## config.mk

```make
export PLATFORM = sky130hd
export DESIGN_NAME = checked_frame_deframer_top
export DESIGN_NICKNAME = d
export VERILOG_FILES = /design/src/rtl/cdf_pkg.sv /design/src/rtl/cdf_front.sv /design/src/rtl/cdf_queue.sv /design/src/rtl/cdf_back.sv /design/src/rtl/checked_frame_deframer_top.sv
export SDC_FILE = /design/constraint.sdc
export NUM_CORES = 2
export LEC_CHECK = 0
export BUFFER_PORTS_ARGS = -buffer_cell sky130_fd_sc_hd__clkbuf_2
export CAP_MARGIN = 20
export CORE_ASPECT_RATIO = 1.25
export CORE_MARGIN = 5
export CORE_UTILIZATION = 63
export DETAILED_ROUTE_END_ITERATION = 16
export PLACE_DENSITY_LB_ADDON = 0.12
export SETUP_SLACK_MARGIN = 0.1
export SLEW_MARGIN = 20
export SYNTH_ARGS = -nofsm -noshare
export SYNTH_HDL_FRONTEND = slang
export SYNTH_HIERARCHICAL = 1
export SYNTH_SLANG_ARGS = --single-unit
```

## constraint.sdc

```tcl
create_clock -name clk -period 23.4 [get_ports clk]
set_clock_uncertainty 0.05 [all_clocks]
set_input_delay 2.34 -clock clk [delete_from_list [all_inputs] [get_ports clk]]
set_output_delay 2.34 -clock clk [all_outputs]
set_load 0.005 [all_outputs]
```

## src/rtl/cdf_pkg.sv

```systemverilog
// Shared types, constants and a helper function of the checked frame deframer.
package cdf_pkg;

  // Sizing of the receive buffer and of the name area.
  localparam int MAX_BUFFER = 65536;
  localparam int NAME_WORDS = 32;
  localparam int NAME_AW    = 5;

  // Frame layout constants.
  localparam logic [31:0] MIN_LEN     = 32'd271;
  localparam logic [31:0] BUF_LIM     = 32'(MAX_BUFFER - 10);
  localparam logic [15:0] NAME_FIRST  = 16'd16;
  localparam logic [15:0] NAME_LAST   = 16'd270;
  localparam logic [7:0]  NAME_K_LAST = 8'(NAME_LAST - NAME_FIRST);

  // Reset values of the configuration registers.
  localparam logic [15:0] RST_FRAME_MARKER = 16'h0D10;
  localparam logic [15:0] RST_MAX_LEN      =
      (MAX_BUFFER - 10 > 65535) ? 16'hFFFF : 16'(MAX_BUFFER - 10);
  localparam logic [15:0] RST_OK_CODE      = 16'h00A2;

  // Configuration register indexes.
  localparam logic [1:0] CFG_FRAME_MARKER = 2'd0;
  localparam logic [1:0] CFG_MAX_LEN      = 2'd1;
  localparam logic [1:0] CFG_OK_CODE      = 2'd2;

  // Result status codes.
  typedef enum logic [2:0] {
    ST_OK         = 3'd0,
    ST_BAD_MARKER = 3'd1,
    ST_BAD_LEN    = 3'd2,
    ST_TOO_LONG   = 3'd3,
    ST_CSUM       = 3'd4
  } status_t;

  // Front end parse phase.
  typedef enum logic {
    FR_HEADER,
    FR_PAYLOAD
  } front_state_t;

  // Back end result sequencer.
  typedef enum logic [1:0] {
    BK_IDLE,
    BK_READ,
    BK_OUT
  } back_state_t;

  // One finished frame, handed from the front end to the back end.
  typedef struct packed {
    status_t     status;
    logic [15:0] code;
    logic [31:0] user;
    logic [31:0] ftype;
  } job_t;

  // Name memory write request from the front end.
  typedef struct packed {
    logic               we;
    logic [NAME_AW-1:0] addr;
    logic [63:0]        data;
  } name_wr_t;

  // True when any byte of the word is zero.
  function automatic logic has_zero_byte(input logic [63:0] w);
    logic z;
    z = 1'b0;
    for (int i = 0; i < 8; i++) begin
      if (w[8*i +: 8] == 8'd0) begin
        z = 1'b1;
      end
    end
    return z;
  endfunction

endpackage

```

## src/rtl/cdf_front.sv

```systemverilog
// Front end: parses the byte stream into headers and payloads and classifies frames.
module cdf_front (
  input  logic                clk,
  input  logic                rst_n,
  input  logic [15:0]         frame_marker,
  input  logic [15:0]         max_stream_len,
  input  logic                in_valid,
  output logic                in_ready,
  input  logic [7:0]          in_rx_byte,
  input  logic                q_full,
  output logic                q_push,
  output cdf_pkg::job_t       q_push_data,
  output cdf_pkg::name_wr_t   name_wr,
  input  logic                done_ok
);

  cdf_pkg::front_state_t phase_r, phase_nxt;
  logic [3:0]  hcnt_r;
  logic [15:0] pcnt_r;
  logic [15:0] marker_r;
  logic [31:0] exp_sum_r;
  logic [31:0] len_r;
  logic [31:0] sum_r;
  logic [15:0] code_r;
  logic [31:0] user_r;
  logic [31:0] type_r;
  logic [63:0] acc_r;
  logic        name_busy_r;

  logic              accept;
  logic              hdr_last;
  logic [31:0]       len_full;
  logic [31:0]       limit;
  cdf_pkg::status_t  hdr_status;
  logic              in_name;
  logic [7:0]        name_k;
  logic              pay_end;
  logic [31:0]       sum_nxt;
  logic [63:0]       acc_nxt;
  logic              frame_ok;

  // Header checks, evaluated on the tenth header byte.
  always_comb begin
    len_full = {len_r[23:0], in_rx_byte};
    limit    = ({16'd0, max_stream_len} < cdf_pkg::BUF_LIM) ?
               {16'd0, max_stream_len} : cdf_pkg::BUF_LIM;
    priority if (marker_r != frame_marker) begin
      hdr_status = cdf_pkg::ST_BAD_MARKER;
    end else if (len_full < cdf_pkg::MIN_LEN || len_full[31]) begin
      hdr_status = cdf_pkg::ST_BAD_LEN;
    end else if (len_full > limit) begin
      hdr_status = cdf_pkg::ST_TOO_LONG;
    end else begin
      hdr_status = cdf_pkg::ST_OK;
    end
  end

  // Payload position decode and the running checksum.
  always_comb begin
    hdr_last = (hcnt_r == 4'd9);
    in_name  = (pcnt_r >= cdf_pkg::NAME_FIRST) && (pcnt_r <= cdf_pkg::NAME_LAST);
    name_k   = 8'(pcnt_r - cdf_pkg::NAME_FIRST);
    pay_end  = (16'(pcnt_r + 16'd1) == len_r[15:0]);
    sum_nxt  = sum_r + {24'd0, in_rx_byte};
    frame_ok = (sum_nxt == exp_sum_r);
    if (name_k[2:0] == 3'd0) begin
      acc_nxt = {56'd0, in_rx_byte};
    end else begin
      acc_nxt = acc_r;
      acc_nxt[{name_k[2:0], 3'b000} +: 8] = in_rx_byte;
    end
  end

  // Next phase.
  always_comb begin
    phase_nxt = phase_r;
    if (accept) begin
      unique case (phase_r)
        cdf_pkg::FR_HEADER: begin
          if (hdr_last && hdr_status == cdf_pkg::ST_OK) begin
            phase_nxt = cdf_pkg::FR_PAYLOAD;
          end
        end
        cdf_pkg::FR_PAYLOAD: begin
          if (pay_end) begin
            phase_nxt = cdf_pkg::FR_HEADER;
          end
        end
        default: phase_nxt = cdf_pkg::FR_HEADER;
      endcase
    end
  end

  // Handshake, frame requests to the queue and name memory writes.
  always_comb begin
    in_ready    = !q_full &&
                  !(phase_r == cdf_pkg::FR_PAYLOAD && in_name && name_busy_r);
    accept      = in_valid && in_ready;
    q_push      = 1'b0;
    q_push_data = '0;
    name_wr     = '0;
    unique case (phase_r)
      cdf_pkg::FR_HEADER: begin
        if (accept && hdr_last && hdr_status != cdf_pkg::ST_OK) begin
          q_push             = 1'b1;
          q_push_data.status = hdr_status;
        end
      end
      cdf_pkg::FR_PAYLOAD: begin
        if (accept && pay_end) begin
          q_push = 1'b1;
          if (frame_ok) begin
            q_push_data.status = cdf_pkg::ST_OK;
            q_push_data.code   = code_r;
            q_push_data.user   = user_r;
            q_push_data.ftype  = type_r;
          end else begin
            q_push_data.status = cdf_pkg::ST_CSUM;
          end
        end
        // A name word is written once its last byte is in.
        if (accept && in_name && {1'b0, name_k[7:3]} < 6'(cdf_pkg::NAME_WORDS) &&
            (name_k[2:0] == 3'd7 || name_k == cdf_pkg::NAME_K_LAST)) begin
          name_wr.we   = 1'b1;
          name_wr.addr = name_k[7:3];
          name_wr.data = acc_nxt;
        end
      end
      default: begin
        q_push = 1'b0;
      end
    endcase
  end

  // Control registers.
  always_ff @(posedge clk) begin
    if (!rst_n) begin
      phase_r     <= cdf_pkg::FR_HEADER;
      hcnt_r      <= 4'd0;
      pcnt_r      <= 16'd0;
      name_busy_r <= 1'b0;
    end else begin
      phase_r     <= phase_nxt;
      name_busy_r <= (name_busy_r && !done_ok) ||
                     (q_push && q_push_data.status == cdf_pkg::ST_OK);
      if (accept) begin
        if (phase_r == cdf_pkg::FR_HEADER) begin
          hcnt_r <= hdr_last ? 4'd0 : 4'(hcnt_r + 4'd1);
          pcnt_r <= 16'd0;
        end else begin
          pcnt_r <= pay_end ? 16'd0 : 16'(pcnt_r + 16'd1);
        end
      end
    end
  end

  // Header and payload field capture.
  always_ff @(posedge clk) begin
    if (accept) begin
      if (phase_r == cdf_pkg::FR_HEADER) begin
        unique case (hcnt_r)
          4'd0:    marker_r[7:0]    <= in_rx_byte;
          4'd1:    marker_r[15:8]   <= in_rx_byte;
          4'd2:    exp_sum_r[7:0]   <= in_rx_byte;
          4'd3:    exp_sum_r[15:8]  <= in_rx_byte;
          4'd4:    exp_sum_r[23:16] <= in_rx_byte;
          4'd5:    exp_sum_r[31:24] <= in_rx_byte;
          default: len_r            <= len_full;
        endcase
        sum_r <= 32'd0;
      end else begin
        sum_r <= sum_nxt;
        if (pcnt_r < 16'd2) begin
          code_r[{pcnt_r[0], 3'b000} +: 8] <= in_rx_byte;
        end else if (pcnt_r >= 16'd4 && pcnt_r < 16'd8) begin
          user_r[{pcnt_r[1:0], 3'b000} +: 8] <= in_rx_byte;
        end else if (pcnt_r >= 16'd8 && pcnt_r < 16'd12) begin
          type_r[{pcnt_r[1:0], 3'b000} +: 8] <= in_rx_byte;
        end
        if (in_name) begin
          acc_r <= acc_nxt;
        end
      end
    end
  end

endmodule

```

## src/rtl/cdf_queue.sv

```systemverilog
// Two-entry queue of finished frames between the front end and the back end.
module cdf_queue (
  input  logic          clk,
  input  logic          rst_n,
  input  logic          push,
  input  cdf_pkg::job_t push_data,
  output logic          full,
  input  logic          pop,
  output cdf_pkg::job_t pop_data,
  output logic          empty
);

  cdf_pkg::job_t entry_r [2];
  logic       wr_ptr_r;
  logic       rd_ptr_r;
  logic [1:0] count_r;

  // Status flags and head of the queue.
  always_comb begin
    full     = (count_r == 2'd2);
    empty    = (count_r == 2'd0);
    pop_data = entry_r[rd_ptr_r];
  end

  // Pointers and fill level.
  always_ff @(posedge clk) begin
    if (!rst_n) begin
      wr_ptr_r <= 1'b0;
      rd_ptr_r <= 1'b0;
      count_r  <= 2'd0;
    end else begin
      if (push) begin
        wr_ptr_r <= !wr_ptr_r;
      end
      if (pop) begin
        rd_ptr_r <= !rd_ptr_r;
      end
      unique case ({push, pop})
        2'b10:   count_r <= 2'(count_r + 2'd1);
        2'b01:   count_r <= 2'(count_r - 2'd1);
        default: count_r <= count_r;
      endcase
    end
  end

  // Entry storage.
  always_ff @(posedge clk) begin
    if (push) begin
      entry_r[wr_ptr_r] <= push_data;
    end
  end

endmodule

```

## src/rtl/cdf_back.sv

```systemverilog
// Back end: holds the name memory and delivers the result items of each frame.
module cdf_back (
  input  logic              clk,
  input  logic              rst_n,
  input  logic [15:0]       ok_code,
  input  cdf_pkg::name_wr_t name_wr,
  input  logic              q_empty,
  input  cdf_pkg::job_t     q_pop_data,
  output logic              q_pop,
  output logic              done_ok,
  output logic              out_valid,
  input  logic              out_ready,
  output logic [2:0]        out_status,
  output logic [15:0]       out_resp_code,
  output logic              out_upload_ok,
  output logic [31:0]       out_user_id,
  output logic [31:0]       out_file_type,
  output logic [63:0]       out_name_word,
  output logic [4:0]        out_word_index,
  output logic              out_last
);

  logic [63:0] name_mem [cdf_pkg::NAME_WORDS];
  logic [cdf_pkg::NAME_WORDS-1:0] zflag_r;

  cdf_pkg::back_state_t state_r, state_nxt;
  cdf_pkg::job_t        job_r;
  logic [4:0]           idx_r;
  logic [63:0]          rd_data_r;

  logic job_ok;
  logic last;

  // Result fields; an error result carries zeros from the queue.
  always_comb begin
    job_ok         = (job_r.status == cdf_pkg::ST_OK);
    last           = !job_ok || zflag_r[idx_r] ||
                     (idx_r == 5'(cdf_pkg::NAME_WORDS - 1));
    out_status     = job_r.status;
    out_resp_code  = job_r.code;
    out_upload_ok  = job_ok && (job_r.code == ok_code);
    out_user_id    = job_r.user;
    out_file_type  = job_r.ftype;
    out_name_word  = job_ok ? rd_data_r : 64'd0;
    out_word_index = idx_r;
    out_last       = last;
  end

  // Next state.
  always_comb begin
    state_nxt = state_r;
    unique case (state_r)
      cdf_pkg::BK_IDLE: begin
        if (!q_empty) begin
          state_nxt = (q_pop_data.status == cdf_pkg::ST_OK) ?
                      cdf_pkg::BK_READ : cdf_pkg::BK_OUT;
        end
      end
      cdf_pkg::BK_READ: state_nxt = cdf_pkg::BK_OUT;
      cdf_pkg::BK_OUT: begin
        if (out_ready) begin
          state_nxt = last ? cdf_pkg::BK_IDLE : cdf_pkg::BK_READ;
        end
      end
      default: state_nxt = cdf_pkg::BK_IDLE;
    endcase
  end

  // State outputs.
  always_comb begin
    q_pop     = (state_r == cdf_pkg::BK_IDLE) && !q_empty;
    out_valid = (state_r == cdf_pkg::BK_OUT);
    done_ok   = out_valid && out_ready && last && job_ok;
  end

  // Sequencer registers.
  always_ff @(posedge clk) begin
    if (!rst_n) begin
      state_r <= cdf_pkg::BK_IDLE;
      idx_r   <= 5'd0;
    end else begin
      state_r <= state_nxt;
      if (q_pop) begin
        idx_r <= 5'd0;
      end else if (out_valid && out_ready && !last) begin
        idx_r <= 5'(idx_r + 5'd1);
      end
    end
  end

  // Current frame descriptor.
  always_ff @(posedge clk) begin
    if (q_pop) begin
      job_r <= q_pop_data;
    end
  end

  // Name memory with registered read, plus a zero-byte flag per word.
  always_ff @(posedge clk) begin
    if (name_wr.we) begin
      name_mem[name_wr.addr] <= name_wr.data;
      zflag_r[name_wr.addr]  <= cdf_pkg::has_zero_byte(name_wr.data);
    end
    if (state_r == cdf_pkg::BK_READ) begin
      rd_data_r <= name_mem[idx_r];
    end
  end

endmodule

```

## src/rtl/checked_frame_deframer_top.sv

```systemverilog
// Top level of the checked frame deframer: configuration registers and block wiring.
//
// The deframer takes one received byte per cycle and cuts the stream into frames of a
// 2-byte marker, a 4-byte checksum, a 4-byte big-endian length and the payload. In steady
// state a byte is taken every cycle. A finished frame is placed in a two-entry queue, and
// the input stalls while that queue is full. A good frame's name area lives in a single
// 32-word memory with one read port, so once the next frame reaches its name area (payload
// byte 16) the input also stalls until the previous good frame's name words have all been
// delivered. Each result item is read from the memory (BK_READ), then held in BK_OUT until
// taken, so a good frame gives its 1 to 32 name words; an error result skips the read and
// is shown in the cycle after fetch. The user must write configuration through cfg_we,
// cfg_index and cfg_wdata only while the block is idle; the block does not enforce this.
module checked_frame_deframer_top (
  input  logic        clk,
  input  logic        rst_n,
  input  logic        cfg_we,
  input  logic [1:0]  cfg_index,
  input  logic [15:0] cfg_wdata,
  input  logic        in_valid,
  output logic        in_ready,
  input  logic [7:0]  in_rx_byte,
  output logic        out_valid,
  input  logic        out_ready,
  output logic [2:0]  out_status,
  output logic [15:0] out_resp_code,
  output logic        out_upload_ok,
  output logic [31:0] out_user_id,
  output logic [31:0] out_file_type,
  output logic [63:0] out_name_word,
  output logic [4:0]  out_word_index,
  output logic        out_last
);

  logic [15:0] frame_marker_r;
  logic [15:0] max_len_r;
  logic [15:0] ok_code_r;

  logic              q_full;
  logic              q_empty;
  logic              q_push;
  logic              q_pop;
  cdf_pkg::job_t     q_push_data;
  cdf_pkg::job_t     q_pop_data;
  cdf_pkg::name_wr_t name_wr;
  logic              done_ok;

  // Configuration registers; unknown indexes are ignored.
  always_ff @(posedge clk) begin
    if (!rst_n) begin
      frame_marker_r <= cdf_pkg::RST_FRAME_MARKER;
      max_len_r      <= cdf_pkg::RST_MAX_LEN;
      ok_code_r      <= cdf_pkg::RST_OK_CODE;
    end else if (cfg_we) begin
      unique case (cfg_index)
        cdf_pkg::CFG_FRAME_MARKER: frame_marker_r <= cfg_wdata;
        cdf_pkg::CFG_MAX_LEN:      max_len_r      <= cfg_wdata;
        cdf_pkg::CFG_OK_CODE:      ok_code_r      <= cfg_wdata;
        default:                   ok_code_r      <= ok_code_r;
      endcase
    end
  end

  // Frame parser.
  cdf_front u_front (
    .clk            (clk),
    .rst_n          (rst_n),
    .frame_marker   (frame_marker_r),
    .max_stream_len (max_len_r),
    .in_valid       (in_valid),
    .in_ready       (in_ready),
    .in_rx_byte     (in_rx_byte),
    .q_full         (q_full),
    .q_push         (q_push),
    .q_push_data    (q_push_data),
    .name_wr        (name_wr),
    .done_ok        (done_ok)
  );

  // Finished frame queue.
  cdf_queue u_queue (
    .clk       (clk),
    .rst_n     (rst_n),
    .push      (q_push),
    .push_data (q_push_data),
    .full      (q_full),
    .pop       (q_pop),
    .pop_data  (q_pop_data),
    .empty     (q_empty)
  );

  // Result delivery.
  cdf_back u_back (
    .clk            (clk),
    .rst_n          (rst_n),
    .ok_code        (ok_code_r),
    .name_wr        (name_wr),
    .q_empty        (q_empty),
    .q_pop_data     (q_pop_data),
    .q_pop          (q_pop),
    .done_ok        (done_ok),
    .out_valid      (out_valid),
    .out_ready      (out_ready),
    .out_status     (out_status),
    .out_resp_code  (out_resp_code),
    .out_upload_ok  (out_upload_ok),
    .out_user_id    (out_user_id),
    .out_file_type  (out_file_type),
    .out_name_word  (out_name_word),
    .out_word_index (out_word_index),
    .out_last       (out_last)
  );

endmodule

```

# Word-level counts from Yosys, hierarchy flattened
# Memories as Yosys holds them, arrays and structs flattened. A register that Yosys moved wholly into a read port is not among the register bits.
# Index checks and enable logic that the tools add are counted.
[op_classes]
addsub = 10
n_lt_le_gt_ge = 13
eq_ne = 22
shift = 6
muxes = 53
n_bitwise = 5
reduce_logical = 72
[ops]
columns = ["cell", "count"]
rows = [
  ["$mux 80", 2],
  ["$mux 70", 2],
  ["$mux 64", 2],
  ["$bwmux 32", 3],
  ["$mux 83", 1],
  ["$bwmux 64", 1],
  ["$logic_not 8->1", 8],
  ["$shift 8x8->64 const A", 1],
  ["$shiftx 8x8->64", 1],
  ["$mux 16", 3],
  ["$add 32x8->32", 1],
  ["$eq 16x16->1", 2],
  ["$eq 32x32->1", 1],
  ["$gt 32x16->1", 1],
  ["$lt 16x4->1 const B", 2],
  ["$lt 32x9->1 const B", 1],
  ["$shift 8x7->32 const A", 1],
  ["$shiftx 8x7->32", 1],
  ["$reduce_and 3->1", 9],
  ["$logic_and 1x1->1", 22],
  ["$mux 1", 22],
  ["$add 16x1->16 const B", 1],
  ["$bwmux 16", 1],
  ["$ge 16x3->1 const B", 1],
  ["other kinds (51)", 91],
]
[word_totals]
ff_bits = 444
mem_bits_rw = 2214
input_bits = 31
n_memories = 2
[mem_list]
columns = ["name", "depth", "word_bits", "read_ports", "rd_ports_with_merged_regs", "write_ports", "line", "text"]
rows = [
  ["u_back.name_mem", 32, 64, 1, 1, 1, "cdf_back.sv:23", "logic [63:0] name_mem [cdf_pkg::NAME_WORDS];"],
  ["u_queue.entry_r", 2, 83, 1, 1, 1, "cdf_queue.sv:13", "cdf_pkg::job_t entry_r [2];"],
]

# Longest topological paths before layout
[depth]
depth_word = 22
depth_mapped = 17
ltp_nobuf = 17

# Modules after synthesis
# The synthesis kept the hierarchy.
[modules_own_cells]
columns = ["mod", "instances", "cells_per_inst", "area_per_inst_um2", "seq_area_each_um2"]
rows = [
  ["cdf_back", 1, 3382, 84253.3, 67014.3],
  ["cdf_front", 1, 1478, 15531.1, 7887.6],
  ["cdf_queue", 1, 280, 6198.4, 5084.9],
  ["checked_frame_deframer_top", 1, 197, 1944.4, 960.9],
]

# Worst setup path after synthesis
# Ideal clock, no wire load.
[synth_path]
kind = "input to register"
from = "in in_valid"
to = "mem u_back.name_mem[10][0] (enable)"
setup_time_ns = 0.488
t_arrival_ns = 8.771
required_ns = 22.862
setup_slack_ns = 14.090
stages = 10
path_buffers = 2
cell_sequence = "nand2b_1 > a41o_1 > buf_2 > inv_2 > and4_1 > o21ai_1 > clkbuf_1 > nor2_1 > or3b_2 > nor2_1"
[synth_lines]
columns = ["element", "line", "text"]
rows = [
  ["start, declared", "checked_frame_deframer_top.sv:19", "input logic in_valid,"],
  ["end, declared", "cdf_back.sv:23", ""],
]

==> key figures <==
Place
  – Dpl cells: 7634
  – Placed cell areas: 112000 sq um
  – Port Buffers: 186
  – HPWL Detailed: 143000 um
  – RD Place Congestion: 0.892
  – Setup WS pre-CTS: 14890 ps

Critical path
  – Req. time, crit path: 23840 ps
  – Worst path arrival time: 8570 ps
  – CP Max Fanout: 65
  – Launching point of the worst reg2reg path: u_front/pcnt_r[0]
  – RR Endpoint: u_back/name_mem[23][36]
  – R2R depth: 16
  – Critical path launch point type: register
  – Crit path capture type: register
  – WS Path Type: register to register
  – Flop-to-flop setup slack: 15270 ps

Clock network
  – Number of setup buffers added after CTS: 0
  – CTS Buf Count: 240
  – Clock transition at the registers of the reported paths: 70 ps
  – Root buffer cell: clkbuf_16
  – H-Tree Depth: 4
  – Cts hold-fix bufs: 0
  – TritonCTS clock tree: built
  – Clk buf depth: 3
  – Resized Gates After CTS: 0
  – TritonCTS Sinks: 2723
  – Clock Latency Late Sink: 890 ps

GRT
  – Vias in the first global route: 54300
  – Largest net degree at the start of global routing: 138
  – Number of antenna violations at the first check in global routing: 6
  – First-pass GRT wire length: 373000 um
  – Total track usage: 0.286
  – GRT Residual Overflow: 0

Power and ir drop
  – Share of power burned in combinational logic: 0.007
  – P_leak: 32.2 nW
  – Net switching power: around 1.8 mW
  – Sequential power share: 0.568
  – Pint: 7.53 mW
  – Worst IR Drop VDD: 0.0945 mV
  – Sw Ratio: 0.191
  – Clock Power Share: 0.425
  – Pwr Density: 77.3 nW/um^2

Route
  – Vias: 53400
  – DR top layer: met4
  – Antenna Nets Post-Route: 0
  – WL/cell: about 31 um
  – Starting DRT DRC Count: ~6000
  – Vias/cell: 6.60
  – Pre-Repair DR Iteration Count: 6
  – Wire length on met3: ~22000 um
  – Met2 WL: roughly 130000 um
  – Drc violations: 0
  – Routed wire length: 254000 um
  – Wl on met1: 95000 um

Layout
  – Net count reported at finish: between 5000 and 6000
  – Syn-to-layout area delta: 11.5%
  – Design area: between 100000 and 150000 sq um
  – Commonest cells after routing, fill and taps aside: edfxtp_1 (2641), mux4_2 (646), clkbuf_16 (243)
  – Layout fillers: 10200
  – Commonest non-fill, non-tap cell in the layout: edfxtp_1
  – Share of cells above drive strength 1: 0.287
  – Non-Filler Instances: 8090

Die
  – Die W: 380 um
  – Starting Density: 0.635
  – Io pins: 187
  – Core Rows: 169
  – Core area: between 150000 and 200000 sq um
  – Die Height: around 470 um
  – Die Area: around 180000 sq um

Synthesis
  – Post-synth ARST share: 0
  – Area contributors post-synth: edfxtp_1 (73%), mux4_2 (13%), dfxtp_1 (1.5%)
  – Mapped cell area: 108000 sq um
  – Synth top area share: 0.735
  – Syn Inst Count: 5337
  – Largest area contributor in the netlist: edfxtp_1
  – Number of distinct library cells after synthesis: 90
  – Synth Warn #: 6
  – Synth Flop Type: edfxtp_1
  – Number of synthesized flops with an enable pin: 2641
  – Flops & latches, synth: roughly 2700
  – Net Count, Synth: about 5400
  – Seq/Total Area, Yosys: 0.750
  – Syn avg cell area: 20.2 sq um

Hold path
  – Hold Path Class: register to register
  – Worst hold endpoint: frame_marker_r[5]
  – Hold wc startpoint: frame_marker_r[5]
  – Worst Hold Path Cells: 2

Timing
  – Crit share post-route: 0.347
  – Period minus WS final: 8130 ps
  – Fmax: 123 MHz
  – Final Hold Vio Count: 0
  – Worst Max-Slew Pin Slew: around 1100 ps
  – Unrepaired setup endpoints after global routing: false
  – Final setup viols: 0
  – Max-slew violations: 0
  – Final worst-path setup slack: between 15000 and 20000 ps
  – Rel. slew slack: 0.256
  – Setup_tns: 0 ps

Run
  – Max_cap viols: 0

Run status
  – Status: completed
-- stage by stage --
stage / total power, mW / util / hold slack (ps)
2_1_floorplan: 5.43 / - / 384
3_3_place_gp: 5.45 / 0.661 / 397
5_1_grt: 9.58 / 0.708 / 439
4_1_cts: 9.35 / 0.707 / 426
3_5_place_dp: 5.45 / 0.661 / 411
6_report: 9.30 / 0.708 / 427
-- power groups by stage --
stage / combinational, mW / clock (mW) / sequential, mW
floorplan: 0.0443 / 0 / 5.38
global placement: 0.0666 / 0 / 5.38
detailed placement: 0.0676 / 0 / 5.38
CTS: 0.0679 / 4.01 / 5.28
global route: 0.0738 / 4.23 / 5.28
finish: 0.0688 / 3.95 / 5.28
-- sequential cells by signal, summed over array words and instances (netlist names), 24 cells and up, named ones only --
signal / count
u_back/name_mem: 2048
u_queue/entry_r: 166
u_back/rd_data_r: 64
u_front/acc_r: 64
u_back/out_file_type: 32
u_back/out_user_id: 32
u_back/zflag_r: 32
u_front/exp_sum_r: 32
u_front/sum_r: 32
u_front/type_r: 32
u_front/user_r: 32
u_front/len_r: 24
-- how the worst max path moves through the flow --
stage	slack [ps]	to	start
3_3_place_gp	14990	u_back/name_mem[23][30]	in_valid
4_1_cts	15370	u_back/name_mem[23][40]	u_front/pcnt_r[0]
3_5_place_dp	14890	u_back/name_mem[23][30]	in_valid
5_1_grt	14960	u_back/name_mem[23][33]	u_front/pcnt_r[0]
2_1_floorplan	14090	u_back/name_mem[10][0]	in_valid
6_report	15270	u_back/name_mem[23][36]	u_front/pcnt_r[0]
-- cells in the mapped netlist, types with 10 or more instances --
cell type     n
edfxtp_1   2641
mux4_2      646
nand2_1     214
nor2_1      209
clkbuf_1    169
inv_1       140
mux2_2      126
and2_1      113
mux2i_1      90
dfxtp_1      82
nor3_2       82
nor3_1       78
xnor2_1      76
buf_2        56
a21oi_1      54
nor2b_1      40
ha_1         39
nand4_1      39
nor4_1       36
nand3_1      34
xor2_1       32
buf_1        31
o21ai_0      26
and3_1       19
buf_4        16
or3_1        16
nand2b_1     13
a211oi_1     12
a31oi_1      12
o211ai_1     10
-- critical path: stages, from the launching register on --
cell     delay [ps]
dfxtp_1         840
inv_1           460
ha_1            430
a31oi_1         180
o22ai_1         180
a41o_1          430
inv_2            90
buf_4           510
and4_4          950
o21ai_4          80
buf_4           290
inv_2           200
and2_1          260
nand3_1         670
nor2_4          820
buf_4           520
buf_4           640
-- logic make-up (layout without fill, tap and decap cells) --
group,Yosys count,in the layout,synth area share
buffers and inverters,425,953,0.0166
muxes,862,862,0.156
DFF,2723,2723,0.750
adders and majority gates,40,40,0.00471
AOI/OAI and AO/OA,223,223,0.0148
other,0,2,0
and+or+nand+nor,953,953,0.0482
xor gates and xnor gates,111,111,0.00939
-- routing by layer --
layer,GRT usage,vias up
li1,-,22200
met1,0.393,28100
met2,0.487,2629
met3,0.0490,372
met4,0.0760,0
met5,0,-
-- area by class of cell --
cell class	count	area [sq um]	share of cell area
clock buffers	312	6410	0.0533
well taps	2223	2780	0.0231
diodes	2	5.00	0.0000416
clock inverters	141	1510	0.0126
flip-flops and latches	2723	81000	0.673
repair buffers	357	2310	0.0192
inverters	143	544	0.00452
multi-input cells	2189	25800	0.214
No activity file was read; power rests on OpenSTA's default activity.
